### config.mk
export PLATFORM = sky130hd
export DESIGN_NAME = ctggm_ram
export DESIGN_NICKNAME = d
export VERILOG_FILES = /design/src/sv/costmap_to_global_grid_merge_unit_defines.svh /design/src/sv/ctggm_ram.sv
export SDC_FILE = /design/constraint.sdc
export NUM_CORES = 2
export LEC_CHECK = 0
export ABC_AREA = 1
export ABC_CLOCK_PERIOD_IN_PS = 2500
export BUFFER_PORTS_ARGS = -buffer_cell sky130_fd_sc_hd__buf_2
export CAP_MARGIN = 25
export CORE_ASPECT_RATIO = 1.4
export CORE_MARGIN = 5
export CORE_UTILIZATION = 42
export CTS_BUF_LIST = sky130_fd_sc_hd__clkbuf_8
export CTS_CLUSTER_SIZE = 28
export DETAILED_ROUTE_END_ITERATION = 8
export PLACE_DENSITY = 0.58
export SYNTH_ARGS = -nofsm -noshare
export SYNTH_HDL_FRONTEND = slang
export SYNTH_SLANG_ARGS = --single-unit
### constraint.sdc
create_clock -name clock -period 2.5 [get_ports clock]
set_clock_uncertainty 0.05 [all_clocks]
set_input_delay 0.5 -clock clock [delete_from_list [all_inputs] [get_ports clock]]
set_output_delay 0.5 -clock clock [all_outputs]
set_load 0.02 [all_outputs]
### src/sv/costmap_to_global_grid_merge_unit_defines.svh
// Assertion macros shared by the grid merge unit.
`ifndef COSTMAP_TO_GLOBAL_GRID_MERGE_UNIT_DEFINES_SVH
`define COSTMAP_TO_GLOBAL_GRID_MERGE_UNIT_DEFINES_SVH
`ifndef SYNTHESIS
`define CTGGM_ASSERT(lbl, clk, rst, prop, msg) \
   lbl: assert property (@(posedge clk) disable iff (rst) prop) else $error(msg);
`define CTGGM_ASSERT_ALWAYS(lbl, clk, prop, msg) \
   lbl: assert property (@(posedge clk) prop) else $error(msg);
`else
`define CTGGM_ASSERT(lbl, clk, rst, prop, msg)
`define CTGGM_ASSERT_ALWAYS(lbl, clk, prop, msg)
`endif
`endif

### src/sv/ctggm_ram.sv
// Generic simple dual port RAM with a registered read port.
module ctggm_ram #(
   parameter int WIDTH = 8,
   parameter int DEPTH = 256
) (
   input  logic                     clock,
   input  logic                     we,
   input  logic [$clog2(DEPTH)-1:0] waddr,
   input  logic [WIDTH-1:0]         wdata,
   input  logic [$clog2(DEPTH)-1:0] raddr,
   output logic [WIDTH-1:0]         rdata
);

   logic [WIDTH-1:0] mem [DEPTH];

   always_ff @(posedge clock) begin
      if (we) begin
         mem[waddr] <= wdata;
      end
      rdata <= mem[raddr];
   end

endmodule

==> out/qor.csv <==
metric,value,unit
status,"finished, final reports clean",
Final HPWL DP,158.5,mm
final setup violation count,0,
clk_lat worst skew,0.94,ns
Final Hold Viols,0,
clock share of power,0.372,
vias per inst,5.473,
Slew @ Worst Pin,0.7738,ns
nature of the critical path startpoint,flip-flop,
Crit path buffers/inverters,1,
NetSw,16.44,mW
clk sinks,2056,
vias in the first global route,55770,
GRT overflow,0,
Synth cell types,14,
VDD IR max,0.5143,mV
Post-Synthesis Cells,7003,
Crit. End Element,output pin,
setup slack after layout,0.2686,ns
die width,386.6,um
Core ar.,0.1975,sq mm
synthesized flop and latch total,2056,
drt drc,0,
Initial Util,0.4222,
vias post-DR,56900,
Vert. Die Dim,537.2,um
Synth area leaders,"edfxtp_1, nand3_1, nand2_1",
CP Class,flip-flop to output pin,
Die ar.,0.2077,sq mm
post-place setup slack,-0.6416,ns
pwr dens,707.4,mW/mm^2
syn nets,7029,
CTS Root Cell,clkbuf_8,
max incr delay on CP,0.50,ns
fill cell count,17580,
H-tree depth,5,
area of the mapped netlist,0.08340,sq mm
CP required,1.95,ns
CTS max path bufs,4,
Finished Core Util,0.4900,
sequential share of power,0.555,
pin count of the biggest net entering global routing,91,
worst min path class,primary input to flip-flop,
initial antenna violation count,13,
I/O Buffers,33,
Placer Congestion,0.8482,
Iter 0 DRT Violations,5716,
Routed WL,247.7,mm
final period utilization,0.8926,
router iterations before antenna repair,5,
# rows,193,
register area share after synthesis,0.7394,
syn avg cell area,11.91,sq um
Slew HR,0.4835,
largest area contributor in the netlist,edfxtp_1,
Worst EP arrival,1.68,ns
Comb pwr share,0.073,
slowest CP cell,dfxtp_1,
boundary pin count,34,
layout cells sized above 1,0.1398,
nets@finish,7549,
Int Pwr,52.02,mW
Final ANT Viol Nets,0,
leakage power,34.88,nW
CP top delay family,flip-flops,
Switching Fraction,0.2401,
CTS tree,yes,
Fmax,448.1,MHz
top cell type's share of synthesized area,0.7374,
setup TNS,0,ns
post-DR wirelength/cell,23.83,um
fin. max-slew vios,0,
worst-path cell chain,buf_2,
Ys Warns,0,
GRT Total Usage,0.2335,
Tmin final,2.231,ns
P&R area growth vs syn,16.05,%
RSZ-0062 raised after global routing,false,
Worst Path Max Fanout,1,
clock-pin slew on the worst setup and hold paths,0.07,ns
max cap viols,0,
first-pass GRT wire length,366.0,mm
total CTS buffers,307,
PostCTS Resize Cnt,0,
==> layout make-up <==
type                    count  area, sq um  share of cell area
diodes                     10        25.02           0.0002586
clock buffers             321         4418             0.04565
clock inverters           219         1121             0.01158
inverters                  39        180.2            0.001862
multi-input cells        4425        19160              0.1980
flip-flops and latches   2056        61660              0.6371
well taps                2632         3293             0.03403
repair buffers            694         6924             0.07154
==> path summary, 6_finish.rpt <==
path                    startpoint               endpoint  slack (ns)  depth (start not counted)
max               rdata[5]$_DFF_P_               rdata[5]        0.27                          1
min                       wdata[4]  mem[243][4]$_DFFE_PP_        0.09                          1
max reg2reg  mem[103][4]$_DFFE_PP_       rdata[4]$_DFF_P_        0.42                         10
min reg2reg   mem[20][2]$_DFFE_PP_       rdata[2]$_DFF_P_        0.93                         10
==> kinds of logic (layout without fill, tap and decap cells) <==
kind of cell,after synthesis,in the layout,share of synthesized area
DFF,2056,2056,0.7394
buffers and inverters,522,1273,0.03119
other,0,10,0
and+or+nand+nor,4425,4425,0.2295
==> stage by stage <==
step / std cells / hold WS [ns] / cell area [sq um] / total power, mW
CTS: 10390 / 0.01438 / 96760 / 69.00
global placement: 9838 / 0.8553 / 91140 / 43.71
floorplan: 7003 / 0.5489 / 83400 / 41.12
detailed placement: 9838 / 0.8538 / 91140 / 43.74
finish: 10400 / 0.09213 / 96780 / 68.46
global route: 10390 / 0.04548 / 96760 / 70.94
==> layout by cell type, fill, tap and decap left out, drive strengths merged <==
cell | netlist | routed
nor2 | 283 | 283
buf | 371 | 686
edfxtp | 2048 | 2048
dlygate4sd3 | 0 | 8
dfxtp | 8 | 8
nand3 | 2019 | 2019
clkinv | 0 | 93
bufinv | 0 | 6
clkinvlp | 0 | 12
inv | 39 | 147
diode | 0 | 10
nand2 | 2123 | 2123
clkbuf | 112 | 321
==> what timing repair did <==
item / in CTS / in global routing
hold endpoints to repair: 203 / 0
setup buffers: 0 / 0
hold buffers: 8 / 0
==> metal layers <==
| metal | vias up | GRT usage | wire length, um |
|---|---|---|---|
| met5 | - | 0 | 13 |
| met4 | 2 | 0.09359 | 10350 |
| met3 | 494 | 0.03853 | 18030 |
| met2 | 2327 | 0.4041 | 123900 |
| met1 | 28140 | 0.2946 | 95400 |
| li1 | 25940 | - | - |
==> synth_stat cells <==
master       n
nand3_1   2019
buf_6       16
edfxtp_1  2048
buf_1       40
inv_2        2
clkbuf_1   112
dfxtp_1      8
buf_8        1
nor2_1     283
inv_4        1
nand2_1   2123
inv_1       36
buf_4       46
buf_2      268
==> state kept, by name (all words and copies together), names as in the netlist <==
| name | cells |
|---|---|
| rdata | 8 |
| mem | 2048 |
==> power groups by stage <==
| stage | logic, mW | registers, mW | clock network (mW) |
|---|---|---|---|
| 2_1_floorplan | 2.34 | 38.8 | 0 |
| 3_3_place_gp | 4.95 | 38.8 | 0 |
| 3_5_place_dp | 4.98 | 38.8 | 0 |
| 4_1_cts | 5.00 | 38.0 | 26.0 |
| 5_1_grt | 5.34 | 38.0 | 27.6 |
| 6_report | 4.99 | 38.0 | 25.4 |
(Power assumes the default switching activity.)
